**src/rtl/arbb_pkg.sv**
```systemverilog
// ----------------------------------------------------------------------------
// arbb_pkg: shared types for the affine rectangle bounding box unit
// Coordinate widths, configuration register indexes, port words and the
// words passed between pipeline stages.
// ----------------------------------------------------------------------------
package arbb_pkg;

	localparam int CoordWidth = 32;
	localparam int ExtWidth   = CoordWidth - 1;
	localparam int ProdWidth  = 2 * CoordWidth;
	localparam int SumWidth   = ProdWidth + 2;
	localparam int CfgIdxWidth = 3;

	typedef logic signed [CoordWidth-1:0] coord_t;
	typedef logic        [ExtWidth-1:0]   ext_t;
	typedef logic signed [ProdWidth-1:0]  prod_t;
	typedef logic signed [SumWidth-1:0]   wide_t;
	typedef logic        [CfgIdxWidth-1:0] cfg_idx_t;

	localparam coord_t CoordMax = {1'b0, {(CoordWidth-1){1'b1}}};
	localparam coord_t CoordMin = {1'b1, {(CoordWidth-1){1'b0}}};
	localparam ext_t   ExtMax   = {ExtWidth{1'b1}};

	localparam cfg_idx_t CfgCoeffA  = 3'd0;
	localparam cfg_idx_t CfgCoeffB  = 3'd1;
	localparam cfg_idx_t CfgCoeffC  = 3'd2;
	localparam cfg_idx_t CfgCoeffD  = 3'd3;
	localparam cfg_idx_t CfgOffsetE = 3'd4;
	localparam cfg_idx_t CfgOffsetF = 3'd5;

	typedef struct packed {
		coord_t rect_x;
		coord_t rect_y;
		coord_t rect_width;
		coord_t rect_height;
	} rect_t;

	typedef struct packed {
		coord_t box_x;
		coord_t box_y;
		ext_t   box_width;
		ext_t   box_height;
		logic   saturated;
	} box_t;

	typedef struct packed {
		coord_t coeff_a;
		coord_t coeff_b;
		coord_t coeff_c;
		coord_t coeff_d;
		coord_t offset_e;
		coord_t offset_f;
	} coeffs_t;

	// stage 1: corner coordinates
	typedef struct packed {
		coord_t x0;
		coord_t x1;
		coord_t y0;
		coord_t y1;
		logic   sat;
	} corners_t;

	// stage 2: exact products, not yet scaled
	typedef struct packed {
		prod_t ax0;
		prod_t ax1;
		prod_t cy0;
		prod_t cy1;
		prod_t bx0;
		prod_t bx1;
		prod_t dy0;
		prod_t dy1;
		logic  sat;
	} prods_t;

	// stage 3: mapped corners
	typedef struct packed {
		coord_t [3:0] px;
		coord_t [3:0] py;
		logic         sat;
	} mapped_t;

	// stage 4: box limits
	typedef struct packed {
		coord_t min_x;
		coord_t max_x;
		coord_t min_y;
		coord_t max_y;
		logic   sat;
	} bounds_t;

	typedef struct packed {
		coord_t value;
		logic   clamped;
	} clamp_t;

	// Saturate a wide sum to the coordinate range.
	function automatic clamp_t clamp_coord(input wide_t v);
		logic [SumWidth-CoordWidth:0] top;
		clamp_t r;
		top = v[SumWidth-1:CoordWidth-1];
		r.clamped = ~((&top) | (~|top));
		if (!r.clamped) begin
			r.value = v[CoordWidth-1:0];
		end else if (v[SumWidth-1]) begin
			r.value = CoordMin;
		end else begin
			r.value = CoordMax;
		end
		return r;
	endfunction

endpackage

```
**src/rtl/arbb_cfg.sv**
```systemverilog
// ----------------------------------------------------------------------------
// arbb_cfg: matrix register file
// Six coefficient registers written through the configuration channel.
// Writes to unused indexes are dropped.
// ----------------------------------------------------------------------------
module arbb_cfg #(
	parameter int FRAC_BITS = 16
) (
	input  logic                 clk,
	input  logic                 arst_n,
	input  logic                 cfg_valid,
	output logic                 cfg_ready,
	input  arbb_pkg::cfg_idx_t   cfg_index,
	input  arbb_pkg::coord_t     cfg_data,
	output arbb_pkg::coeffs_t    coeffs
);

	localparam arbb_pkg::coord_t One = arbb_pkg::coord_t'(1) << FRAC_BITS;

	arbb_pkg::coeffs_t coeffs_q;

	assign cfg_ready = 1'b1;
	assign coeffs    = coeffs_q;

	always_ff @(posedge clk or negedge arst_n) begin
		if (!arst_n) begin
			coeffs_q.coeff_a  <= One;
			coeffs_q.coeff_b  <= '0;
			coeffs_q.coeff_c  <= '0;
			coeffs_q.coeff_d  <= One;
			coeffs_q.offset_e <= '0;
			coeffs_q.offset_f <= '0;
		end else if (cfg_valid && cfg_ready) begin
			unique case (cfg_index)
				arbb_pkg::CfgCoeffA:  coeffs_q.coeff_a  <= cfg_data;
				arbb_pkg::CfgCoeffB:  coeffs_q.coeff_b  <= cfg_data;
				arbb_pkg::CfgCoeffC:  coeffs_q.coeff_c  <= cfg_data;
				arbb_pkg::CfgCoeffD:  coeffs_q.coeff_d  <= cfg_data;
				arbb_pkg::CfgOffsetE: coeffs_q.offset_e <= cfg_data;
				arbb_pkg::CfgOffsetF: coeffs_q.offset_f <= cfg_data;
				default: ;
			endcase
		end
	end

endmodule

```
**config.mk**
```make
export PLATFORM = sky130hd
export DESIGN_NAME = arbb_cfg
export DESIGN_NICKNAME = d
export VERILOG_FILES = /design/src/rtl/arbb_pkg.sv /design/src/rtl/arbb_cfg.sv
export SDC_FILE = /design/constraint.sdc
export NUM_CORES = 1
export LEC_CHECK = 0
export ABC_AREA = 1
export BUFFER_PORTS_ARGS = -buffer_cell sky130_fd_sc_hd__buf_2
export CORE_ASPECT_RATIO = 0.75
export CORE_MARGIN = 8
export CORE_UTILIZATION = 35
export DETAILED_ROUTE_END_ITERATION = 6
export PLACE_DENSITY = 0.55
export SLEW_MARGIN = 25
export SYNTH_ARGS = -nofsm -noshare
export SYNTH_HDL_FRONTEND = slang
export SYNTH_SLANG_ARGS = --single-unit
```
**constraint.sdc**
```tcl
create_clock -name clk -period 1.9 [get_ports clk]
set_input_delay 0.19 -clock clk [delete_from_list [all_inputs] [get_ports clk]]
set_output_delay 0.19 -clock clk [all_outputs]
set_load 0.005 [all_outputs]
```
## Word level (Yosys, flattened, before mapping)

Index checks and enable logic that the tools add are counted.

| storage, ports and cells | value |
|---|---|
| input port bits | 38 |
| register bits | 192 |
| output and inout port bits | 193 |
| logic and storage cells | 18 |

| operators by class | value |
|---|---|
| eq/ne operators | 5 |
| reductions and logical operators | 7 |

Operator list:

| operator | number |
|---|---|
| 2-bit AND reduction | 6 |
| 3-bit by 2-bit equality test with 1-bit output, second input constant | 2 |
| 3-bit equality test, second input constant | 2 |
| 3-bit by 1-bit equality test with 1-bit output, second input constant | 1 |
| 3-bit logical NOT | 1 |

## Logic depth before layout (Yosys ltp)

| logic depth | value |
|---|---|
| word-level depth | 2 |
| mapped depth | 6 |
| mapped depth without buffers | 5 |

## Worst setup path before layout

Ideal clock, no wire load.

| path | value |
|---|---|
| path type | input to register |
| from | input port cfg_valid |
| to | register coeffs_q (netlist bit coeffs[139]) |
| setup slack | 0.929 ns |
| path buffers | 2 |
| required time | 1.834 ns |
| arrival | 0.905 ns |
| stages on the path | 6 |
| library setup time | 0.066 ns |
| path through | inv_1 > nor2_4 > buf_2 > buf_2 > nand3_1 > nand2_1 |

| on the way | value |
|---|---|
| cells in the longest elaborated chain, start to end | 1 |

RTL lines:

| element | RTL line | RTL |
|---|---|---|
| start: declaration | arbb_cfg.sv:11 | `input logic cfg_valid,` |
| 2-bit AND reduction (no source line) | -- |  |
| end: declaration | arbb_cfg.sv:20 | `arbb_pkg::coeffs_t coeffs_q;` |

Every way passes these cells.
A chain may end at the register's enable or synchronous reset.

## Worst setup path in the final report

| path | value |
|---|---|
| from | register coeffs_q (netlist bit coeffs[80]) |
| to | output port coeffs[80] (netlist name) |

RTL lines:

| element | RTL line | RTL |
|---|---|---|
| end: declaration | arbb_cfg.sv:15 | `output arbb_pkg::coeffs_t coeffs` |

No word-level cell between the ends.

==> summary.txt <==
Status
  • Outcome: complete, no violations

Floorplanning
  • Core region area: roughly 21,000 um^2
  • Chip width: ~180 um
  • Die height: 142 um
  • Initial Utilization: 35.4%
  • Die Footprint: 26,200 um^2
  • I/O pin cnt: around 230
  • Num rows: 46

Clock network
  • Clk Latency, worst-skew pair: approximately 0.43 ns
  • Post-CTS setup buffers: 0
  • Clock Pin Slew Worst Setup and Hold Paths: ~0.070 ns
  • H-tree depth: 4
  • Post-CTS Resized: 0
  • Post-cts hold buffer count: 1
  • Clock root buffer: clkbuf_16
  • CTS Buf Count: 17
  • CTS tree: done
  • CTS Sinks: 192
  • Max Root-Sink Buffers: 2

Timing
  • Max Transition Viols Final: 0
  • Clock Skew: 0 ns
  • Fmax: 0.779 GHz
  • Actual slew at the worst max-slew pin: 0.559 ns
  • Slew Limit Headroom: 62.7%
  • Setup_tns: 0 ns
  • RSZ-0062 raised after global routing: no
  • Final Hold Fails: 0
  • Final setup fails: 0
  • Clock period minus worst slack: 1.28 ns
  • Part of the cycle the worst path needs: between 60% and 70%

Synthesis
  • Synth unique cells: 14
  • Post-Synthesis Cell Area: 7450 um^2
  • Syn nets: 880
  • Register area share after synthesis: about 65%
  • Post-Syn Area per Cell: 8.84 um^2
  • Ranking of synthesized cells by area: dfrtp_1, nand2_1, nand3_1
  • Synth top area share: about 64%
  • Cell type with the largest total area after synthesis: dfrtp_1
  • Flops & latches, synth: between 150 and 200
  • Yosys warns: 0
  • Synthesized instance count: 842

Finish
  • Area Overhead vs Synth: 29.9%
  • Multi-input gate area: 2420 um^2
  • Diode count: 0
  • Final net count: around 1,100
  • Max reg flops: 192
  • Most frequent cells in the layout: nand2_1, buf_2, dfrtp_1
  • Layout cells sized above 1: 27.7%
  • Register area: slightly below 5000 um^2
  • Fill count: 2,093
  • Commonest non-fill, non-tap cell in the layout: nand2_1

Setup path
  • Critical path buffers and inverters: 1
  • Crit. End Element: primary output
  • Crit Path Category: register to primary output
  • Worst EP arrival: 1.09 ns
  • Crit path max fanout: 2
  • CP required: 1.71 ns
  • CP Cell Sequence: buf_2
  • Worst path slowest cell: dfstp_2
  • CP peak stage delay: 0.55 ns
  • Cell family with most CP delay: flip-flops
  • Setup crit start kind: register

GRT
  • Largest net degree at the start of global routing: 54
  • First-pass GRT wire length: 39,600 um
  • Vias in the first global route: 6,488
  • GRT Resource Usage Total: roughly 20%
  • GRT overflow: 0
  • Initial antenna violation count: 0

Place
  • Port Buffers: around 230
  • GP Congestion: 0.793
  • DP Wirelength: between 15,000 and 20,000 um

Run
  • Max-cap viol count: 0

Power and ir drop
  • Pwr dens: between 1000 and 1500 nW/um^2
  • Total power: 11.1 mW
  • Worst VDD drop: 509 uV
  • P_leak: 5.57 nW

Hold path
  • Hold Crit Class: input port to register

Detailed routing
  • DR iter-0 viols: approximately 550
  • DR WL/cell: between 15 and 20 um
  • Via density: 4.69
  • Routed WL: 25,900 um
  • First-pass DRT Iterations: 5
  • # DRC: 0
  • DR vias: 6,433
  • Number of routed nets with antenna violations: 0
==> final timing paths <==
path / startpoint / end / slack (ns) / cells past startpoint
worst max register to register: coeffs[80]$_DFFE_PN1P_ / coeffs[80]$_DFFE_PN1P_ / 1.18 / 2
min in group asynchronous: arst_n / coeffs[55]$_DFFE_PN0P_ / 0.28 / 2
worst max-delay path: coeffs[80]$_DFFE_PN1P_ / coeffs[80] / 0.62 / 1
worst min-delay path: cfg_data[16] / coeffs[80]$_DFFE_PN1P_ / 0.05 / 3
worst min register to register: coeffs[176]$_DFFE_PN1P_ / coeffs[176]$_DFFE_PN1P_ / 0.47 / 2
max in group asynchronous: arst_n / coeffs[176]$_DFFE_PN1P_ / 0.99 / 3
==> per-stage QoR <==
| step | instances | hold slack, ns | setup WS (ns) | utilization (%) | instance area, um^2 |
|---|---|---|---|---|---|
| after CTS | 1371 | 0.0450 | 0.605 | 46.1 | 9670 |
| after global placement | 1338 | 0.161 | 0.567 | 43.1 | 9050 |
| after floorplan | 842 | -0.106 | 0.929 | - | 7450 |
| after detailed placement | 1338 | 0.164 | 0.527 | 43.1 | 9050 |
| final | 1371 | 0.0486 | 0.616 | 46.1 | 9670 |
| after global routing | 1371 | 0.0507 | 0.578 | 46.1 | 9670 |
==> layer usage <==
metal	vias up	GRT usage (%)	wire length, um
li1	3086	-	-
met2	243	28.8	11000
met5	-	0	0
met3	17	7.76	2580
met4	0	3.77	223
met1	3087	27.6	12100
==> worst min-delay path, stage by stage <==
cell and delay (ns):
buf_2 0.16, nand2_1 0.08, nand2_1 0.04
==> final cells by class <==
cell class	count	area share [%]
Sequential cell	192	49.7
Multi-Input combinational cell	593	25.0
Timing Repair Buffer	260	15.0
Clock buffer	21	4.86
Tap cell	288	3.72
Clock inverter	11	1.45
Inverter	6	0.233
==> power by group <==
part | leakage, nW | internal, mW | switching, mW
clock network | 0.303 | 2.09 | 1.65
logic | 2.86 | 0.890 | 1.18
registers | 2.41 | 4.86 | 0.468
==> cell usage after synthesis <==
| cell | instances |
|---|---|
| dfstp_2 | 2 |
| inv_1 | 4 |
| dfrtp_1 | 190 |
| nor2_4 | 1 |
| nand2_1 | 458 |
| clkbuf_1 | 28 |
| buf_4 | 1 |
| nor2_2 | 2 |
| nor2_1 | 3 |
| nand3_1 | 128 |
| buf_2 | 19 |
| inv_2 | 2 |
| buf_1 | 3 |
| conb_1 | 1 |
==> cell families (layout without fill, tap and decap cells) <==
| logic type | count (synthesis) | count (layout) | share of synthesized area (%) |
|---|---|---|---|
| buffers and inverters | 57 | 298 | 3.24 |
| DFF | 192 | 192 | 64.5 |
| other | 1 | 1 | 0.0504 |
| and+or+nand+nor | 592 | 592 | 32.2 |
Note: power is estimated with default switching activity, not from simulation.
