File: src/rtl/arbb_pkg.sv
// ----------------------------------------------------------------------------
// arbb_pkg: shared types for the affine rectangle bounding box unit
// Coordinate widths, configuration register indexes, port words and the
// words passed between pipeline stages.
// ----------------------------------------------------------------------------
package arbb_pkg;

	localparam int CoordWidth = 32;
	localparam int ExtWidth   = CoordWidth - 1;
	localparam int ProdWidth  = 2 * CoordWidth;
	localparam int SumWidth   = ProdWidth + 2;
	localparam int CfgIdxWidth = 3;

	typedef logic signed [CoordWidth-1:0] coord_t;
	typedef logic        [ExtWidth-1:0]   ext_t;
	typedef logic signed [ProdWidth-1:0]  prod_t;
	typedef logic signed [SumWidth-1:0]   wide_t;
	typedef logic        [CfgIdxWidth-1:0] cfg_idx_t;

	localparam coord_t CoordMax = {1'b0, {(CoordWidth-1){1'b1}}};
	localparam coord_t CoordMin = {1'b1, {(CoordWidth-1){1'b0}}};
	localparam ext_t   ExtMax   = {ExtWidth{1'b1}};

	localparam cfg_idx_t CfgCoeffA  = 3'd0;
	localparam cfg_idx_t CfgCoeffB  = 3'd1;
	localparam cfg_idx_t CfgCoeffC  = 3'd2;
	localparam cfg_idx_t CfgCoeffD  = 3'd3;
	localparam cfg_idx_t CfgOffsetE = 3'd4;
	localparam cfg_idx_t CfgOffsetF = 3'd5;

	typedef struct packed {
		coord_t rect_x;
		coord_t rect_y;
		coord_t rect_width;
		coord_t rect_height;
	} rect_t;

	typedef struct packed {
		coord_t box_x;
		coord_t box_y;
		ext_t   box_width;
		ext_t   box_height;
		logic   saturated;
	} box_t;

	typedef struct packed {
		coord_t coeff_a;
		coord_t coeff_b;
		coord_t coeff_c;
		coord_t coeff_d;
		coord_t offset_e;
		coord_t offset_f;
	} coeffs_t;

	// stage 1: corner coordinates
	typedef struct packed {
		coord_t x0;
		coord_t x1;
		coord_t y0;
		coord_t y1;
		logic   sat;
	} corners_t;

	// stage 2: exact products, not yet scaled
	typedef struct packed {
		prod_t ax0;
		prod_t ax1;
		prod_t cy0;
		prod_t cy1;
		prod_t bx0;
		prod_t bx1;
		prod_t dy0;
		prod_t dy1;
		logic  sat;
	} prods_t;

	// stage 3: mapped corners
	typedef struct packed {
		coord_t [3:0] px;
		coord_t [3:0] py;
		logic         sat;
	} mapped_t;

	// stage 4: box limits
	typedef struct packed {
		coord_t min_x;
		coord_t max_x;
		coord_t min_y;
		coord_t max_y;
		logic   sat;
	} bounds_t;

	typedef struct packed {
		coord_t value;
		logic   clamped;
	} clamp_t;

	// Saturate a wide sum to the coordinate range.
	function automatic clamp_t clamp_coord(input wide_t v);
		logic [SumWidth-CoordWidth:0] top;
		clamp_t r;
		top = v[SumWidth-1:CoordWidth-1];
		r.clamped = ~((&top) | (~|top));
		if (!r.clamped) begin
			r.value = v[CoordWidth-1:0];
		end else if (v[SumWidth-1]) begin
			r.value = CoordMin;
		end else begin
			r.value = CoordMax;
		end
		return r;
	endfunction

endpackage

File: src/rtl/arbb_map.sv
// ----------------------------------------------------------------------------
// arbb_map: mapped corner stage
// Floors each product, adds the pair and the offset exactly, then
// saturates each mapped coordinate once.
// ----------------------------------------------------------------------------
module arbb_map #(
	parameter int FRAC_BITS = 16
) (
	input  logic                clk,
	input  logic                arst_n,
	input  logic                prod_valid,
	input  arbb_pkg::prods_t    prods,
	input  arbb_pkg::coeffs_t   coeffs,
	output logic                map_valid,
	output arbb_pkg::mapped_t   mapped
);

	logic               valid_s3;
	arbb_pkg::mapped_t  map_s3;

	arbb_pkg::wide_t    ax0, ax1, cy0, cy1, bx0, bx1, dy0, dy1, e_w, f_w;
	arbb_pkg::clamp_t   cx [4];
	arbb_pkg::clamp_t   cyy [4];

	// arithmetic shift floors toward negative infinity
	always_comb begin
		ax0 = arbb_pkg::wide_t'(prods.ax0 >>> FRAC_BITS);
		ax1 = arbb_pkg::wide_t'(prods.ax1 >>> FRAC_BITS);
		cy0 = arbb_pkg::wide_t'(prods.cy0 >>> FRAC_BITS);
		cy1 = arbb_pkg::wide_t'(prods.cy1 >>> FRAC_BITS);
		bx0 = arbb_pkg::wide_t'(prods.bx0 >>> FRAC_BITS);
		bx1 = arbb_pkg::wide_t'(prods.bx1 >>> FRAC_BITS);
		dy0 = arbb_pkg::wide_t'(prods.dy0 >>> FRAC_BITS);
		dy1 = arbb_pkg::wide_t'(prods.dy1 >>> FRAC_BITS);
		e_w = arbb_pkg::wide_t'(coeffs.offset_e);
		f_w = arbb_pkg::wide_t'(coeffs.offset_f);

		// corners: (x0,y0) (x1,y0) (x1,y1) (x0,y1)
		cx[0]  = arbb_pkg::clamp_coord(ax0 + cy0 + e_w);
		cx[1]  = arbb_pkg::clamp_coord(ax1 + cy0 + e_w);
		cx[2]  = arbb_pkg::clamp_coord(ax1 + cy1 + e_w);
		cx[3]  = arbb_pkg::clamp_coord(ax0 + cy1 + e_w);
		cyy[0] = arbb_pkg::clamp_coord(bx0 + dy0 + f_w);
		cyy[1] = arbb_pkg::clamp_coord(bx1 + dy0 + f_w);
		cyy[2] = arbb_pkg::clamp_coord(bx1 + dy1 + f_w);
		cyy[3] = arbb_pkg::clamp_coord(bx0 + dy1 + f_w);
	end

	always_ff @(posedge clk or negedge arst_n) begin
		if (!arst_n) begin
			valid_s3 <= 1'b0;
		end else begin
			valid_s3 <= prod_valid;
		end
	end

	always_ff @(posedge clk) begin
		if (prod_valid) begin
			for (int i = 0; i < 4; i++) begin
				map_s3.px[i] <= cx[i].value;
				map_s3.py[i] <= cyy[i].value;
			end
			map_s3.sat <= prods.sat | cx[0].clamped | cx[1].clamped | cx[2].clamped
				| cx[3].clamped | cyy[0].clamped | cyy[1].clamped | cyy[2].clamped
				| cyy[3].clamped;
		end
	end

	assign map_valid = valid_s3;
	assign mapped    = map_s3;

endmodule

File: config.mk
export PLATFORM = sky130hd
export DESIGN_NAME = arbb_map
export DESIGN_NICKNAME = d
export VERILOG_FILES = /design/src/rtl/arbb_pkg.sv /design/src/rtl/arbb_map.sv
export SDC_FILE = /design/constraint.sdc
export NUM_CORES = 2
export LEC_CHECK = 0
export ABC_CLOCK_PERIOD_IN_PS = 800
export BUFFER_PORTS_ARGS = -buffer_cell sky130_fd_sc_hd__buf_2
export CORE_AREA = 2 2 376 378
export CTS_BUF_LIST = sky130_fd_sc_hd__clkbuf_4
export DETAILED_ROUTE_END_ITERATION = 6
export DIE_AREA = 0 0 378 380
export PLACE_DENSITY = 0.54
export SLEW_MARGIN = 0
export SYNTH_ARGS = -nofsm -noshare
export SYNTH_HDL_FRONTEND = slang
export SYNTH_SLANG_ARGS = --single-unit
File: constraint.sdc
create_clock -name clk -period 0.8 [get_ports clk]
set_input_delay 0.12 -clock clk [delete_from_list [all_inputs] [get_ports clk]]
set_output_delay 0.12 -clock clk [all_outputs]
set_load 0.03 [all_outputs]
Word level (Yosys, flattened, before mapping). Cells that the tools add are included.

Add/sub/neg operators: 16. Multiplexer cells: 16. Bitwise logic cells: 24. Reductions and logical operators: 24.

Operators by type and width (count): $mux W32 (16); $add A49 B32 Y50 (8); $add A48 B48 Y49 (8); $reduce_and A35 Y1 (8); $reduce_or A35 Y1 (8); $or A1 B1 Y1 (16); $logic_not A1 Y1 (8); $not A1 Y1 (8).

Register bits: 258. Input port bits: 708.

Longest topological paths before layout.
Word-level depth: 14. Mapped depth: 21.

Worst setup path after synthesis. Ideal clock, no wire load.

Path kind: input port to flip-flop. Start: input port prods[338] in the netlist's numbering. End: register map_s3 (netlist bit mapped[131]), data pin. Library setup time: 0.260 ns. Arrival time: 4.564 ns. Path slack: -4.023 ns. Stages: 17. Path buffers: 1. Path through: fa_1 > ha_1 > fa_1 > a211oi_1 > o21ai_0 > o211ai_1 > a2111oi_0 > or4b_1 > a21oi_1 > o21a_1 > xnor2_1 > a2111oi_0 > and4_1 > or4b_1 > nand2_1 > buf_4 > mux2_2.

RTL lines: start: declaration (line arbb_map.sv:12) `input arbb_pkg::prods_t prods,`; end: declaration (line arbb_map.sv:19) `arbb_pkg::mapped_t map_s3;`.

Worst setup path in the final report.
Start: input port prods[158] in the netlist's numbering. End: register map_s3 (netlist bit mapped[0]), data pin.

Cells in the longest elaborated chain, start to end: 9.

RTL lines: $add A48 B48 Y49 (line arbb_map.sv:44) `cyy[1] = arbb_pkg::clamp_coord(bx1 + dy0 + f_w);`; $add A49 B32 Y50 (line arbb_map.sv:44); $reduce_or A35 Y1 (line arbb_pkg.sv:103) `r.clamped = ~((&top) | (~|top));`; $logic_not A1 Y1 (line arbb_pkg.sv:103); $or A1 B1 Y1 (line arbb_pkg.sv:103); $not A1 Y1 (line arbb_pkg.sv:103); $or A1 B1 Y1 (line arbb_map.sv:64) `| cx[3].clamped | cyy[0].clamped | cyy[1].clamped | cyy[2].clamped`; $or A1 B1 Y1 * (line arbb_map.sv:64); $or A1 B1 Y1 * (line arbb_map.sv:65) `| cyy[3].clamped;`.

Mark *: on every way between the ends. The rest lies on a longest branch, timed or not. A chain may end at the register's enable or synchronous reset.

==> summary.txt <==
STA
  – Setup ws final: -3410 ps
  – Fin. max-slew vios: 0
  – Fin crit share: 5.26
  – Shortest period the worst path allows: 4210 ps
  – Final setup violation count: between 500 and 600
  – Endpoints failing hold: 14
  – Worst slew pin tran: about 860 ps
  – Max transition margin: 0.426
  – RSZ-0062 raised after global routing: true
  – Hold WS: -264 ps
  – Maximum clock frequency: 0.238 GHz

Route
  – Drt wl/cell: roughly 24 um
  – Routed wl met2: roughly 110 mm
  – DRC viols: 0
  – Via-to-Cell Ratio: between 5 and 6
  – DR top layer: met5
  – Routed wire length: 225 mm
  – Antenna-violating nets left: 0
  – Drt first pass iters: 6
  – Metal-1 WL: 92.6 mm
  – Violation count after the first detailed-route iteration: between 4000 and 5000
  – DR vias: 49817
  – Metal3 WL: 14.0 mm

Logic synthesis
  – Synthesized area: 42400 um2
  – Sequential share of the synthesized area: 0.182
  – Cell variety after synth: 93
  – Syn Area/Cell: 9.02 um2
  – Largest family of logic cells by synthesized area: adder cells
  – Synth Flop Type: edfxtp_1
  – XOR/XNOR Fraction of Synth Area: 0.0603
  – Syn nets: 6187
  – Post-synthesis compound-gate area fraction: 0.246
  – Post-synthesis simple-gate area fraction: 0.157
  – Mux cell area share after synthesis: 0.0264
  – Synth warnings: 0
  – Asr flop ratio synth: 0.00388
  – Post-synth EDFFs: 257
  – Gate count after technology mapping: roughly 4700
  – Synthesized flop and latch total: 258
  – Adder-cell share of the synthesized area: 0.298

Global route
  – Initial antenna violation count: 26
  – Total track usage: 0.299
  – Vias in the first global route: 49978
  – Total gr overflow: 0
  – First-pass GRT wire length: 319 mm
  – Pin count of the biggest net entering global routing: 33

Power and ir drop
  – P_sw: around 0.070 W
  – Sequential share of power: 0.141
  – Clock share of power: 0.091
  – Sw Share: 0.469
  – PD cells: 2140 nW/um2
  – LEAKAGE: 32.2 nW
  – Peak VDD IR: between 1 and 1.5 mV
  – Tot Pwr: roughly 0.15 W
  – Comb power frac: 0.768
  – Int Power: about 0.08 W

Cells and area
  – Ratio of cells with drive above 1 in the final layout: 0.453
  – Post-Layout Cell Count: 9400
  – Area delta synth->final: 65.4%
  – Nets: 8940
  – Number of fill cells in the layout: 13303

Min path
  – HP Class: in -> reg

Worst setup path
  – Worst EP required: 1520 ps
  – CP max FO: 3
  – Critical Path Start Type: primary input
  – CP endpoint kind: flip-flop
  – CP arrival: around 4900 ps
  – Type of the worst setup path: in -> reg

Status
  – Status: complete, but fails checks
  – Failing checks: hold timing, setup timing

Floorplanning
  – Die Y: 380 um
  – Starting Density: 0.305
  – Cell row count: about 140
  – Die width: 378 um
  – Core Region: 139000 um2
  – Total Die Area: about 140000 um2
  – Ports: slightly below 1000

Placement
  – Hpwl dp: 192 mm
  – GPL Wtd Cong: 1.05
  – Port bufs: 709
  – Placed cell count: 9125
  – Pre-CTS setup slack: -4920 ps

Clocking
  – Clk slew on worst S/H paths: roughly 70 ps
  – Clk root buf: clkbuf_4
  – Clk buf depth: 3
  – TritonCTS buffer count: 78
  – TritonCTS clock tree: done
  – # hold bufs at CTS: 12
  – Htree depth: 3
  – Total number of clock tree sinks: 258

Flow run
  – Max Cap Viol: 0
## path summary, 6_finish.rpt
| check | startpoint | to | cells past startpoint |
|---|---|---|---|
| max in group asynchronous | arst_n | map_valid | 4 |
| worst max-delay path | prods[158] | mapped[0] | 20 |
| worst min-delay path | prods[146] | mapped[66] | 4 |
| min in group asynchronous | arst_n | map_valid | 4 |
## kinds of logic after synthesis
logic type,count (synthesis)
AO/OA/AOI/OAI,1606
XOR/XNOR,292
adder cells (fa/ha/maj),776
buffers and inverters,333
flip-flops,258
multiplexers,111
AND/OR/NAND/NOR,1327
## routing by layer
metal,GRT usage,vias to the layer above
met5,0,-
met4,0.142,10
met3,0.0411,467
met2,0.500,1946
met1,0.379,24187
li1,-,23207
## power by group through the flow
stage          Clock [W]  Combinational, W  Sequential (W)
5_1_grt           0.0146             0.123          0.0214
3_3_place_gp           0             0.103          0.0209
2_1_floorplan          0            0.0459          0.0260
3_5_place_dp           0             0.103          0.0208
6_report          0.0136             0.115          0.0212
4_1_cts           0.0140             0.108          0.0206
## cell usage after synthesis (all sizes together) (46+ instances only)
cell,n,area [um2]
nand4,113,707
and2,46,288
xor2,112,981
a21oi,472,2360
o211ai,50,375
xnor2,180,1580
inv,145,544
nor2,294,1110
a21o,269,2020
nand2,371,1400
nor3,81,405
mux2i,103,1030
o21ai,309,1550
a211oi,54,410
o21bai,72,541
clkbuf,162,608
edfxtp,257,7720
o21a,55,414
fa,392,7850
ha,384,4800
nand3,105,526
and3,54,338
## per-stage QoR
stage           util   TNS, ps  instance area [um2]  hold WS, ps
2_1_floorplan      -   -835310                43500         -176
3_3_place_gp   0.460  -1129910                64100         -104
3_5_place_dp   0.460  -1138110                64100         -103
4_1_cts        0.482  -1040540                67000         -368
5_1_grt        0.504  -1062670                70200         -297
6_report       0.504  -1024890                70200         -264
## state kept, by name (all words and copies together), names as in the netlist
name       count
map_valid      1
mapped       257
## area by class of cell
cell class	instances	area, um2	area share
Inverter	145	552	0.00786
Clock buffer	98	736	0.0105
Multi-Input combinational cell	4118	36100	0.514
Antenna cell	16	40.0	0.000570
Sequential cell	258	7740	0.110
Timing Repair Buffer	2855	22500	0.320
Tap cell	1876	2350	0.0334
Clock inverter	34	211	0.00301
## cell usage in the layout (no fill, tap or decap), types with 21 or more instances in the layout
master,count
and3_1,52
xnor2_1,174
nor2_1,280
nand4_1,113
nand2b_1,28
a211o_1,21
o21ai_2,55
ha_1,342
nand3_1,103
xor2_1,110
nor3_1,76
clkbuf_4,98
a21o_1,268
nand2_1,361
mux2i_1,83
ha_4,35
o21bai_1,70
fa_1,367
a31oi_1,35
inv_1,134
edfxtp_1,257
buf_4,1984
or3_1,38
buf_2,495
a21oi_2,35
o21a_1,53
o21ai_1,27
nor2b_1,30
o21ai_0,217
o211ai_1,50
fa_2,25
buf_6,265
and2_1,44
a21oi_1,426
buf_12,63
and4_1,29
a211oi_1,36
## worst max-delay path, cell delays in order
cell	delay (ps)
buf_2	130
buf_4	130
fa_1	400
ha_1	310
a21oi_1	110
o21ai_0	230
a21oi_1	150
nor3_1	680
o41ai_4	140
buf_4	170
a211oi_2	210
buf_4	160
or3_1	120
nand2_1	50
or4_1	520
or4_4	500
and2_4	190
nor4b_4	360
buf_4	180
nand4_1	60
## timing repair
action                     in CTS  in global routing
gates cloned                   14                 12
hold endpoints to repair      316                 15
setup buffers                  68                 52
pin swaps                      89                112
setup endpoints to repair     515                515
resized for setup             214                914
Note: power is estimated with default switching activity, not from simulation.
