### src/rtl/arbb_pkg.sv
// ----------------------------------------------------------------------------
// arbb_pkg: shared types for the affine rectangle bounding box unit
// Coordinate widths, configuration register indexes, port words and the
// words passed between pipeline stages.
// ----------------------------------------------------------------------------
package arbb_pkg;

	localparam int CoordWidth = 32;
	localparam int ExtWidth   = CoordWidth - 1;
	localparam int ProdWidth  = 2 * CoordWidth;
	localparam int SumWidth   = ProdWidth + 2;
	localparam int CfgIdxWidth = 3;

	typedef logic signed [CoordWidth-1:0] coord_t;
	typedef logic        [ExtWidth-1:0]   ext_t;
	typedef logic signed [ProdWidth-1:0]  prod_t;
	typedef logic signed [SumWidth-1:0]   wide_t;
	typedef logic        [CfgIdxWidth-1:0] cfg_idx_t;

	localparam coord_t CoordMax = {1'b0, {(CoordWidth-1){1'b1}}};
	localparam coord_t CoordMin = {1'b1, {(CoordWidth-1){1'b0}}};
	localparam ext_t   ExtMax   = {ExtWidth{1'b1}};

	localparam cfg_idx_t CfgCoeffA  = 3'd0;
	localparam cfg_idx_t CfgCoeffB  = 3'd1;
	localparam cfg_idx_t CfgCoeffC  = 3'd2;
	localparam cfg_idx_t CfgCoeffD  = 3'd3;
	localparam cfg_idx_t CfgOffsetE = 3'd4;
	localparam cfg_idx_t CfgOffsetF = 3'd5;

	typedef struct packed {
		coord_t rect_x;
		coord_t rect_y;
		coord_t rect_width;
		coord_t rect_height;
	} rect_t;

	typedef struct packed {
		coord_t box_x;
		coord_t box_y;
		ext_t   box_width;
		ext_t   box_height;
		logic   saturated;
	} box_t;

	typedef struct packed {
		coord_t coeff_a;
		coord_t coeff_b;
		coord_t coeff_c;
		coord_t coeff_d;
		coord_t offset_e;
		coord_t offset_f;
	} coeffs_t;

	// stage 1: corner coordinates
	typedef struct packed {
		coord_t x0;
		coord_t x1;
		coord_t y0;
		coord_t y1;
		logic   sat;
	} corners_t;

	// stage 2: exact products, not yet scaled
	typedef struct packed {
		prod_t ax0;
		prod_t ax1;
		prod_t cy0;
		prod_t cy1;
		prod_t bx0;
		prod_t bx1;
		prod_t dy0;
		prod_t dy1;
		logic  sat;
	} prods_t;

	// stage 3: mapped corners
	typedef struct packed {
		coord_t [3:0] px;
		coord_t [3:0] py;
		logic         sat;
	} mapped_t;

	// stage 4: box limits
	typedef struct packed {
		coord_t min_x;
		coord_t max_x;
		coord_t min_y;
		coord_t max_y;
		logic   sat;
	} bounds_t;

	typedef struct packed {
		coord_t value;
		logic   clamped;
	} clamp_t;

	// Saturate a wide sum to the coordinate range.
	function automatic clamp_t clamp_coord(input wide_t v);
		logic [SumWidth-CoordWidth:0] top;
		clamp_t r;
		top = v[SumWidth-1:CoordWidth-1];
		r.clamped = ~((&top) | (~|top));
		if (!r.clamped) begin
			r.value = v[CoordWidth-1:0];
		end else if (v[SumWidth-1]) begin
			r.value = CoordMin;
		end else begin
			r.value = CoordMax;
		end
		return r;
	endfunction

endpackage

### src/rtl/arbb_box.sv
// ----------------------------------------------------------------------------
// arbb_box: bounding box stages
// Stage 4 finds the limits of the four mapped corners, stage 5 forms the
// saturated extents and registers the result word, which done marks for one cycle.
// ----------------------------------------------------------------------------
module arbb_box (
	input  logic                clk,
	input  logic                arst_n,
	input  logic                map_valid,
	input  arbb_pkg::mapped_t   mapped,
	output logic                done,
	output arbb_pkg::box_t      box
);

	logic               valid_s4;
	arbb_pkg::bounds_t  bnd_s4;
	logic               valid_s5;
	arbb_pkg::box_t     box_s5;

	arbb_pkg::coord_t   lo_x01, lo_x23, hi_x01, hi_x23;
	arbb_pkg::coord_t   lo_y01, lo_y23, hi_y01, hi_y23;
	arbb_pkg::bounds_t  bnd;

	logic signed [arbb_pkg::CoordWidth:0] dx, dy;
	logic                                 clip_w, clip_h;

	function automatic arbb_pkg::coord_t smin(input arbb_pkg::coord_t p,
		input arbb_pkg::coord_t q);
		return ($signed(q) < $signed(p)) ? q : p;
	endfunction

	function automatic arbb_pkg::coord_t smax(input arbb_pkg::coord_t p,
		input arbb_pkg::coord_t q);
		return ($signed(q) > $signed(p)) ? q : p;
	endfunction

	always_comb begin
		lo_x01 = smin(mapped.px[0], mapped.px[1]);
		lo_x23 = smin(mapped.px[2], mapped.px[3]);
		hi_x01 = smax(mapped.px[0], mapped.px[1]);
		hi_x23 = smax(mapped.px[2], mapped.px[3]);
		lo_y01 = smin(mapped.py[0], mapped.py[1]);
		lo_y23 = smin(mapped.py[2], mapped.py[3]);
		hi_y01 = smax(mapped.py[0], mapped.py[1]);
		hi_y23 = smax(mapped.py[2], mapped.py[3]);
		bnd.min_x = smin(lo_x01, lo_x23);
		bnd.max_x = smax(hi_x01, hi_x23);
		bnd.min_y = smin(lo_y01, lo_y23);
		bnd.max_y = smax(hi_y01, hi_y23);
		bnd.sat   = mapped.sat;
	end

	// extent is never negative; the bit below the sign flags overflow
	always_comb begin
		dx = (arbb_pkg::CoordWidth+1)'(bnd_s4.max_x) - (arbb_pkg::CoordWidth+1)'(bnd_s4.min_x);
		dy = (arbb_pkg::CoordWidth+1)'(bnd_s4.max_y) - (arbb_pkg::CoordWidth+1)'(bnd_s4.min_y);
		clip_w = dx[arbb_pkg::CoordWidth-1];
		clip_h = dy[arbb_pkg::CoordWidth-1];
	end

	always_ff @(posedge clk or negedge arst_n) begin
		if (!arst_n) begin
			valid_s4 <= 1'b0;
			valid_s5 <= 1'b0;
		end else begin
			valid_s4 <= map_valid;
			valid_s5 <= valid_s4;
		end
	end

	always_ff @(posedge clk) begin
		if (map_valid) begin
			bnd_s4 <= bnd;
		end
	end

	always_ff @(posedge clk) begin
		if (valid_s4) begin
			box_s5.box_x      <= bnd_s4.min_x;
			box_s5.box_y      <= bnd_s4.min_y;
			box_s5.box_width  <= clip_w ? arbb_pkg::ExtMax : dx[arbb_pkg::ExtWidth-1:0];
			box_s5.box_height <= clip_h ? arbb_pkg::ExtMax : dy[arbb_pkg::ExtWidth-1:0];
			box_s5.saturated  <= bnd_s4.sat | clip_w | clip_h;
		end
	end

	assign done = valid_s5;
	assign box  = box_s5;

endmodule

### config.mk
export PLATFORM = sky130hd
export DESIGN_NAME = arbb_box
export DESIGN_NICKNAME = d
export VERILOG_FILES = /design/src/rtl/arbb_pkg.sv /design/src/rtl/arbb_box.sv
export SDC_FILE = /design/constraint.sdc
export NUM_CORES = 1
export LEC_CHECK = 0
export ABC_AREA = 1
export BUFFER_PORTS_ARGS = -buffer_cell sky130_fd_sc_hd__buf_2
export CAP_MARGIN = 20
export CORE_AREA = 2 2 270 272
export CTS_CLUSTER_SIZE = 20
export DETAILED_ROUTE_END_ITERATION = 7
export DIE_AREA = 0 0 272 274
export PLACE_DENSITY_LB_ADDON = 0.2
export SYNTH_ARGS = -nofsm -noshare
export SYNTH_HDL_FRONTEND = slang
export SYNTH_SLANG_ARGS = --single-unit
### constraint.sdc
create_clock -name clk -period 9.7 [get_ports clk]
set_input_delay 0 -clock clk [delete_from_list [all_inputs] [get_ports clk]]
set_output_delay 0 -clock clk [all_outputs]
set_load 0.05 [all_outputs]
Word level (Yosys, flattened, before mapping)
Index checks and enable logic that the tools add are counted.
- register bits: 258
- logic and storage cells: 40
- output and inout bits: 128
- bits of input ports: 260
- $add $sub $neg: 2
- $lt $le $gt $ge: 12
- muxes and demuxes: 12
- bitwise operators: 2
- operator list (kind ; count):
    $mux 32 ; 12
    $gt 32x32->1 ; 6
    $lt 32x32->1 ; 6
    $sub 32x32->32 ; 2
    $or 1x1->1 ; 2

Depth between registers and ports, before layout
Gate-level depths: netlist of the first run.
- word-level depth: 4
- depth in mapped cells: 35
- mapped depth without buffers: 34

Worst setup path after synthesis of the first run
OpenSTA, ideal clock, no wires.
- path kind: input -> register
- start point: input port mapped[224] (netlist name)
- end point: register bnd_s4[66] (netlist name), data pin
- buffers on the path: 2
- stages: 26
- path slack: 5.752 ns
- data arrival time: 3.682 ns
- required time: 9.433 ns
- library setup time: 0.267 ns
- cells stage by stage: inv_1 > ha_1 > nand2_1 > nor2_1 > nand4_1 > nor2_1 > nand2_1 > nand2_1 > nand2_1 > nand3_1 > clkbuf_1 > nor2_1 > a21oi_1 > ha_1 > a21oi_1 > o21ai_0 > a21oi_1 > nor2_1 > o21ai_0 > a21oi_1 > a211oi_1 > nand2_1 > xor2_1 > a31oi_2 > clkbuf_1 > o21ai_0
- RTL lines (what ; RTL line ; RTL):
    start, declared ; arbb_box.sv:10 ; input arbb_pkg::mapped_t mapped,
    end signal, assigned ; arbb_box.sv:73 ; bnd_s4 <= bnd;
    end, declared ; arbb_box.sv:16 ; arbb_pkg::bounds_t bnd_s4;

==> flow_summary.rst, run 1 <==
.. list-table::
   :header-rows: 1

   * - Metric
     - Value
   * - Cell Pwr Density
     - 295 mW/mm^2
   * - Worst relative slew slack
     - between 30% and 40%
   * - Number of core rows
     - 99
   * - Crit path time final
     - 6.92 ns
   * - Hold violation total from the final report
     - 0
   * - Post-Route Skew
     - approximately 0.034 ns
   * - Post-synth EDFFs
     - 256
   * - Post-Synthesis Net Count
     - around 3,400
   * - Worst setup path end
     - bnd_s4[96]
   * - Area fraction of the dominant cell type after synthesis
     - 34.9%
   * - Ratio of routed vias to standard cells
     - between 4 and 5
   * - Number of buffers added on ports
     - about 390
   * - Overall die height
     - 274 um
   * - Ports
     - 388
   * - Starting utilization of the core area
     - between 30% and 40%
   * - Max-slew violation count
     - 0
   * - Postcts setup bufs
     - 0
   * - Number of cells on the worst reg-to-reg path
     - 14
   * - Top cells by area, synth
     - sky130_fd_sc_hd__edfxtp_1 (35%), sky130_fd_sc_hd__ha_1 (18%), sky130_fd_sc_hd__nand2_1 (11%)
   * - Number of H-tree levels
     - 2
   * - Final Wtd Congestion
     - a little over 0.9
   * - Vias in the first global route
     - between 15,000 and 20,000
   * - Post-synthesis average cell area
     - just under 8 um^2
   * - Die Outline Area
     - 0.0745 mm^2
   * - Total CTS buffers
     - 35
   * - Destination of the worst register-to-register timing path
     - box[60]
   * - Kind of capture point of the worst setup path
     - flip-flop
   * - Type of the worst setup path
     - input port to flip-flop
   * - WL per Instance
     - approximately 18 um
   * - Biggest area consumer among synthesized cells
     - sky130_fd_sc_hd__edfxtp_1
   * - Clock tree from TritonCTS
     - yes
   * - Number of buffers on the longest clock path
     - 3
   * - TNS Setup
     - 0 ns
   * - Worst endpoint required time
     - around 10 ns
   * - R2R Path Start
     - bnd_s4[99]
   * - Antenna-violating nets left
     - 0
   * - CTS sink count
     - roughly 260
   * - HPWL Detailed
     - slightly above 60 mm
   * - Clock transition at the registers of the reported paths
     - 0.06 ns
   * - Biggest fanout along the worst timing path
     - 33
   * - Global Route Usage Sum
     - 20.2%
   * - Fraction of registers with async set or reset after synthesis
     - 0.775%
   * - Layout net count
     - 3,874
   * - Maximum operating frequency
     - roughly 140 MHz
   * - Detailed Route WL
     - between 70 and 80 mm
   * - Yosys cell types
     - between 40 and 50
   * - Outcome
     - completed
   * - Clock Latency Late Sink
     - ~0.55 ns
   * - Final Setup Violations
     - 0
   * - Count of cells resized by post-cts repair
     - 0
   * - Area growth from synthesis to layout
     - 23.1%
   * - Worst Hold Depth
     - 5
   * - Largest net degree at the start of global routing
     - 67
   * - Transition at the pin with the smallest max-transition slack
     - just under 1 ns
   * - Die Wd
     - between 200 and 300 um
   * - Top_reg_cell synth
     - sky130_fd_sc_hd__edfxtp_1
   * - Syn Inst Count
     - 2,846
   * - Setup repair after global routing missed its margin
     - no
   * - Wire length of the first global-routing pass
     - ~110 mm
   * - Total iterations of the first detailed-routing run
     - 6
   * - Sequential element share of the synthesized area
     - approximately a third
   * - Register-to-register path setup slack
     - about 5.6 ns
   * - Hold Path Class
     - input port to flip-flop
   * - Share of the clock period used by the worst path after layout
     - 71.3%
   * - Crit. Startpoint
     - mapped[192]
   * - Leakage power summed over all cells
     - around 13 nW
   * - Yosys warnings
     - 0
   * - Netlist Area Pre-Place
     - ~0.022 mm^2
   * - Fraction of layout instances using a drive strength above 1
     - 15.0%
   * - Placeable core area
     - 0.0720 mm^2
   * - Iteration-0 DRC Markers
     - about 1,300
   * - Total Power Consumption
     - approximately 0.0080 W
   * - Cts hold-fix bufs
     - 97
   * - Number of maximum-capacitance constraint violations
     - 0
   * - Yosys reg bits
     - around 260
   * - Root buf cell
     - sky130_fd_sc_hd__clkbuf_16
   * - Residual overflow from global routing
     - 0
   * - Via count
     - approximately 20,000
   * - Worst IR Drop VDD
     - approximately 0.00016 V
   * - Arrival time of data at the critical path endpoint
     - 7.21 ns
   * - Initial antenna violation count
     - 4
   * - Post-route DRC
     - 0
   * - Startpoint type of the worst setup path
     - input port
## area by class of cell
class                           count  area, um^2
Multi-Input combinational cell   2090       12400
Inverter                          409        1540
Timing Repair Buffer              502        3070
Clock buffer                       46         948
Antenna cell                        4        10.0
Fill cell                        7587       44900
Sequential cell                   258        7740
Tap cell                          959        1200
Clock inverter                     18         185
## sequential cells by signal (all words and copies together) (netlist names)
register,count
done,1
bnd_s4,129
box,127
valid_s4,1
## report_power, final
part	internal, W	switching, W	total, W	leakage [nW]
Clock	0.000774	0.000536	0.00131	0.545
Sequential	0.00190	0.000202	0.00210	2.53
Combinational	0.00143	0.00316	0.00459	10.2
## synthesized netlist by cell type, drive strengths merged (8+ instances only)
library cell  number
a211oi             8
a21boi            11
a21o              12
a21oi            236
a31oi             15
buf               30
clkbuf            59
edfxtp           256
ha               316
inv              407
nand2            677
nand3            189
nand4             26
nor2             143
nor3              13
nor4              10
o21a              10
o21ai            308
or2               28
xnor2             17
xor2              29
## worst min-delay path by stage
| stage | startpoint | end |
|---|---|---|
| final | mapped[254] | bnd_s4[126] |
| after global routing | mapped[238] | bnd_s4[78] |
| after CTS | mapped[128] | bnd_s4[64] |
| after detailed placement | arst_n | done |
| after global placement | arst_n | done |
| after floorplan | arst_n | done |
## worst max-delay path, cell delays in order
cell and delay (ns):
sky130_fd_sc_hd__dlygate4sd3_1 0.58, sky130_fd_sc_hd__buf_2 0.15, sky130_fd_sc_hd__ha_1 0.42, sky130_fd_sc_hd__nand2_1 0.15
sky130_fd_sc_hd__nor2_1 0.15, sky130_fd_sc_hd__nor3b_2 0.38, sky130_fd_sc_hd__nand2_1 0.15, sky130_fd_sc_hd__nand2_1 0.10
sky130_fd_sc_hd__nand2_1 0.07, sky130_fd_sc_hd__nand2_1 0.70, sky130_fd_sc_hd__nand2_2 0.63, sky130_fd_sc_hd__o21ai_0 0.75
sky130_fd_sc_hd__ha_1 0.37, sky130_fd_sc_hd__a21oi_1 0.16, sky130_fd_sc_hd__o21ai_0 0.09, sky130_fd_sc_hd__a21oi_1 0.13
sky130_fd_sc_hd__nor2_1 0.05, sky130_fd_sc_hd__o21ai_0 0.14, sky130_fd_sc_hd__a21oi_1 0.09, sky130_fd_sc_hd__a211oi_1 0.34
sky130_fd_sc_hd__nand2_1 0.12, sky130_fd_sc_hd__xor2_1 0.18, sky130_fd_sc_hd__a31oi_4 0.57, sky130_fd_sc_hd__o21ai_0 0.14
sky130_fd_sc_hd__dlygate4sd3_1 0.58
## placed cells by master, fill, tap and decap left out, types with 5 or more instances in the layout
master,netlist,routed
sky130_fd_sc_hd__nor2_1,143,143
sky130_fd_sc_hd__o211ai_1,6,6
sky130_fd_sc_hd__ha_1,316,316
sky130_fd_sc_hd__buf_2,24,386
sky130_fd_sc_hd__nand3_1,189,185
sky130_fd_sc_hd__a21oi_1,236,236
sky130_fd_sc_hd__dlygate4sd3_1,0,97
sky130_fd_sc_hd__xnor2_1,17,17
sky130_fd_sc_hd__nand2_2,4,7
sky130_fd_sc_hd__a211oi_1,8,8
sky130_fd_sc_hd__inv_1,407,407
sky130_fd_sc_hd__nor3_1,12,12
sky130_fd_sc_hd__buf_4,0,17
sky130_fd_sc_hd__clkbuf_1,59,9
sky130_fd_sc_hd__nand4_1,26,26
sky130_fd_sc_hd__nor4_1,10,10
sky130_fd_sc_hd__a21o_1,12,12
sky130_fd_sc_hd__clkbuf_16,0,36
sky130_fd_sc_hd__nand3b_1,5,5
sky130_fd_sc_hd__clkinv_1,2,8
sky130_fd_sc_hd__or2_2,26,26
sky130_fd_sc_hd__o31ai_1,5,5
sky130_fd_sc_hd__a31oi_1,14,14
sky130_fd_sc_hd__xor2_1,29,27
sky130_fd_sc_hd__o21ai_0,304,304
sky130_fd_sc_hd__edfxtp_1,256,256
sky130_fd_sc_hd__o21a_1,10,10
sky130_fd_sc_hd__a21boi_1,7,7
sky130_fd_sc_hd__nand2_1,673,670
sky130_fd_sc_hd__o21bai_1,6,6
## logic make-up after synthesis
family	Yosys count	synth area share, %
flops	258	35.1
fa+ha+maj	318	18.1
simple gates	1095	20.8
compound gates	631	15.4
xor+xnor	46	1.83
buf+inv	498	8.82
## metal layers
metal	GRT usage, %	vias to the layer above	part of all wire, %
met4	5.78	0	2.6
li1	-	10600	-
met5	0	-	0
met3	2.99	94	6.1
met1	25.2	9262	42
met2	36.2	627	49
## through the flow
| stage | cell area (um^2) | hold WS, ns | worst slack (ns) | utilization (%) | std cells |
|---|---|---|---|---|---|
| after global routing | 27100 | 0.0230 | 2.28 | 37.7 | 4282 |
| final | 27100 | 0.0141 | 2.78 | 37.7 | 4286 |
| after CTS | 27100 | 0.000405 | 2.39 | 37.6 | 4281 |
| after global placement | 25000 | -0.215 | 2.56 | 34.7 | 4120 |
| after detailed placement | 25000 | -0.212 | 2.43 | 34.7 | 4120 |
| after floorplan | 22000 | -0.296 | 5.75 | - | 2846 |
Note: power is estimated with default switching activity, not from simulation.
==> run 2, diff against run 1 <==
==> constraint.sdc (replaced) <==
create_clock -name clk -period 6.1 [get_ports clk]
set_input_delay 0 -clock clk [delete_from_list [all_inputs] [get_ports clk]]
set_output_delay 0 -clock clk [all_outputs]
set_load 0.05 [all_outputs]
==> run 2 against run 1 <==
Effect of this change: count of clock-buffer cells in the layout up 1; sequential cell count unchanged; die area did not move; largest cell class unchanged.
==> flow_summary.rst, run 2 (synthesis gave the netlist of run 1 again) <==
.. list-table::
   :header-rows: 1

   * - Metric
     - Value
   * - Crit path time final
     - approximately 5.7 ns
   * - Reg with most FFs
     - bnd_s4 (unchanged)
   * - Destination of the worst register-to-register timing path
     - box[29] (was box[60])
   * - HPWL Detailed
     - 61.7 mm (was 62.0 mm)
   * - Worst slack on hold paths
     - 0.0323 ns (was 0.0141 ns)
   * - Final design utilization
     - 38.3% (was 37.7%)
   * - Largest register FFs
     - 129 (unchanged)
   * - Layout net count
     - 3,919 (was 3,874)
   * - Slowest cell on the critical path
     - sky130_fd_sc_hd__a221oi_1 (was sky130_fd_sc_hd__o21ai_0)
   * - Crit. Startpoint
     - mapped[108] (was mapped[192])
   * - WL per Instance
     - 17.6 um (was 17.9 um)
   * - Clock transition at the registers of the reported paths
     - 0.06 ns (about the same)
   * - Vias in the first global route
     - 19,900 (was 19,800)
   * - Clock Latency Late Sink
     - 0.55 ns (about the same)
   * - Final Setup Violations
     - 0 (unchanged)
   * - Worst relative slew slack
     - 30.5% (was 35.3%)
   * - Post-route DRC
     - 0 (unchanged)
   * - Iteration-0 DRC Markers
     - 1,498 (was 1,321)
   * - Clock tree from TritonCTS
     - yes (unchanged)
   * - Share of the clock period used by the worst path after layout
     - roughly 94%
   * - Hold violation total from the final report
     - 0 (unchanged)
   * - Post-Route Skew
     - 0.0142 ns (was 0.0338 ns)
   * - Final Wtd Congestion
     - 0.899 (was 0.906)
   * - Die Wd
     - 272 um (unchanged)
   * - Wire length of the first global-routing pass
     - 115 mm (about the same)
   * - Number of maximum-capacitance constraint violations
     - 0 (unchanged)
   * - Initial antenna violation count
     - 6 (was 4)
   * - Number of H-tree levels
     - 2 (unchanged)
   * - Max-slew violation count
     - 0 (unchanged)
   * - Total CTS buffers
     - 36 (was 35)
   * - Cell Pwr Density
     - 463 mW/mm^2 (was 295 mW/mm^2)
   * - Type of the worst setup path
     - input port to flip-flop (unchanged)
   * - Worst IR Drop VDD
     - 0.000277 V (was 0.000155 V)
   * - Root buf cell
     - sky130_fd_sc_hd__clkbuf_16 (unchanged)
   * - Outcome
     - completed (unchanged)
   * - Most common library cell in the layout ignoring fill and taps
     - sky130_fd_sc_hd__nand2_1 (unchanged)
   * - Fraction of layout instances using a drive strength above 1
     - 15.2% (was 15.0%)
   * - Largest net degree at the start of global routing
     - 73 (was 67)
   * - Overall die height
     - 274 um (unchanged)
   * - Die Outline Area
     - 0.0745 mm^2 (unchanged)
   * - Final Instance Area
     - 0.0275 mm^2 (was 0.0271 mm^2)
   * - Via count
     - 20,800 (was 20,600)
   * - Placed cell area
     - 0.0251 mm^2 (was 0.0250 mm^2)
   * - Global Route Usage Sum
     - 20.2% (about the same)
   * - CP dominant cell by count
     - sky130_fd_sc_hd__nand2_1 (unchanged)
   * - Register-to-register path setup slack
     - 1.89 ns (was 5.62 ns)
   * - Worst endpoint required time
     - 6.52 ns (was 10.00 ns)
   * - Ports
     - 388 (unchanged)
   * - Maximum operating frequency
     - 174 MHz
   * - Starting utilization of the core area
     - 30.6% (unchanged)
   * - Area growth from synthesis to layout
     - 25.0% (was 23.1%)
   * - Leakage power summed over all cells
     - 13.5 nW (was 13.3 nW)
   * - Antenna-violating nets left
     - 0 (unchanged)
   * - Kind of capture point of the worst setup path
     - flip-flop (unchanged)
   * - Detailed Route WL
     - 76.1 mm (was 76.7 mm)
   * - Startpoint type of the worst setup path
     - input port (unchanged)
   * - Number of core rows
     - 99 (unchanged)
   * - Number of buffers added on ports
     - 387 (unchanged)
   * - Number of buffers on the longest clock path
     - 3 (unchanged)
   * - Most frequent cells in the layout
     - sky130_fd_sc_hd__nand2_1 (670), sky130_fd_sc_hd__inv_1 (407), sky130_fd_sc_hd__buf_2 (386) (unchanged)
   * - Total iterations of the first detailed-routing run
     - 5 (was 6)
   * - Transition at the pin with the smallest max-transition slack
     - 1.04 ns (was 0.970 ns)
   * - TNS Setup
     - 0 ns (unchanged)
   * - Worst setup path end
     - bnd_s4[38] (was bnd_s4[96])
   * - Cell chain of the critical path
     - dlygate4sd3_1 > buf_2 > ha_1 > nand4_1 > nor3_1 > nand2_1 > nand2_1 > nand2_1 > nand2_1 > nand2_1 > nand2_1 > inv_1 > o21ai_0 > ha_1 > a21oi_1 > nor2_1 > a211oi_1 > o221ai_1 > a221oi_1 > nand2_1 > nand2_4 > nand3_1 > nand2_1 > dlygate4sd3_1
   * - Residual overflow from global routing
     - 0 (unchanged)
   * - Biggest fanout along the worst timing path
     - 32 (was 33)
   * - Setup repair after global routing missed its margin
     - no (unchanged)
   * - Count of filler cells inserted in the layout
     - 7,611 (was 7,587)
   * - R2R Path Start
     - bnd_s4[3] (was bnd_s4[99])
   * - Largest incremental delay on the critical path
     - 0.65 ns (was 0.75 ns)
   * - Number of cells on the worst reg-to-reg path
     - 14 (unchanged)
   * - Hold Path Class
     - input port to flip-flop (unchanged)
   * - Ratio of routed vias to standard cells
     - 4.80 (about the same)
   * - Arrival time of data at the critical path endpoint
     - 6.16 ns (was 7.21 ns)
   * - CTS sink count
     - 258 (unchanged)
   * - Placeable core area
     - 0.0720 mm^2 (unchanged)
[run 2: cell count changes in the layout (fill, tap and decap cells not counted), sizes merged]
cell / delta
clkinv: +4
inv: -2
clkbuf: +1
buf: +15
bufinv: -2
dlygate4sd3: +29
[run 2: power by group]
group | switching, W | internal, W | leakage, nW
logic | 0.00498 | 0.00238 | 10.4
registers | 0.000314 | 0.00302 | 2.53
clock network | 0.000841 | 0.00120 | 0.548
total | 0.00614 | 0.00661 | 13.5
[run 2: worst min path at each step]
| stage | startpoint | end | cells after the start | slack [ns] |
|---|---|---|---|---|
| after floorplan | arst_n | done | 0 | -0.30 |
| after global placement | arst_n | done | 1 | -0.22 |
| final | mapped[231] | bnd_s4[71] | 5 | 0.03 |
| after detailed placement | arst_n | done | 1 | -0.21 |
| after CTS | mapped[240] | bnd_s4[112] | 5 | 0.00006 |
| after global routing | mapped[180] | bnd_s4[84] | 3 | 0.02 |
[run 2: layout make-up]
cell class                 instances  area, um^2  area share, %
antenna                            4        10.0         0.0363
clock buffer                      47        1000           3.65
clock inverter                    18         125          0.454
inverter                         409        1540           5.57
multi-input combinational       2090       12400           45.2
sequential                       258        7740           28.1
tap                              959        1200           4.36
timing repair buffer             546        3490           12.7
[run 2: worst max-delay path, delay by kind of cell]
kind,cells,cell delay [ns]
buf+inv,4,1.55
simple gates,13,2.14
compound gates,5,1.76
fa+ha+maj,2,0.66
[run 2: timing repair]
| action | in CTS | in global routing |
|---|---|---|
| endpoints found under the hold margin | 107 | 0 |
| setup buffers | 0 | 0 |
| setup endpoints to repair | 0 | 14 |
| hold buffers | 126 | 0 |
| gates resized for setup | 0 | 3 |
[run 2: through the flow]
stage          total power (W)  cells  setup slack (ns)
6_report                0.0127   4331             0.357
5_1_grt                 0.0139   4328            0.0141
4_1_cts                 0.0129   4327             0.206
3_5_place_dp            0.0106   4136             0.670
3_3_place_gp            0.0106   4136             0.749
2_1_floorplan          0.00841   2846              2.15
[run 2: per-layer routing]
layer  vias up  GRT usage [%]  part of all wire (%)
li1      10700              -                     -
met1      9386           25.5                    43
met5         -              0                 0.029
met3       114           2.49                   5.4
met4         4           6.06                   2.8
met2       588           36.0                    49
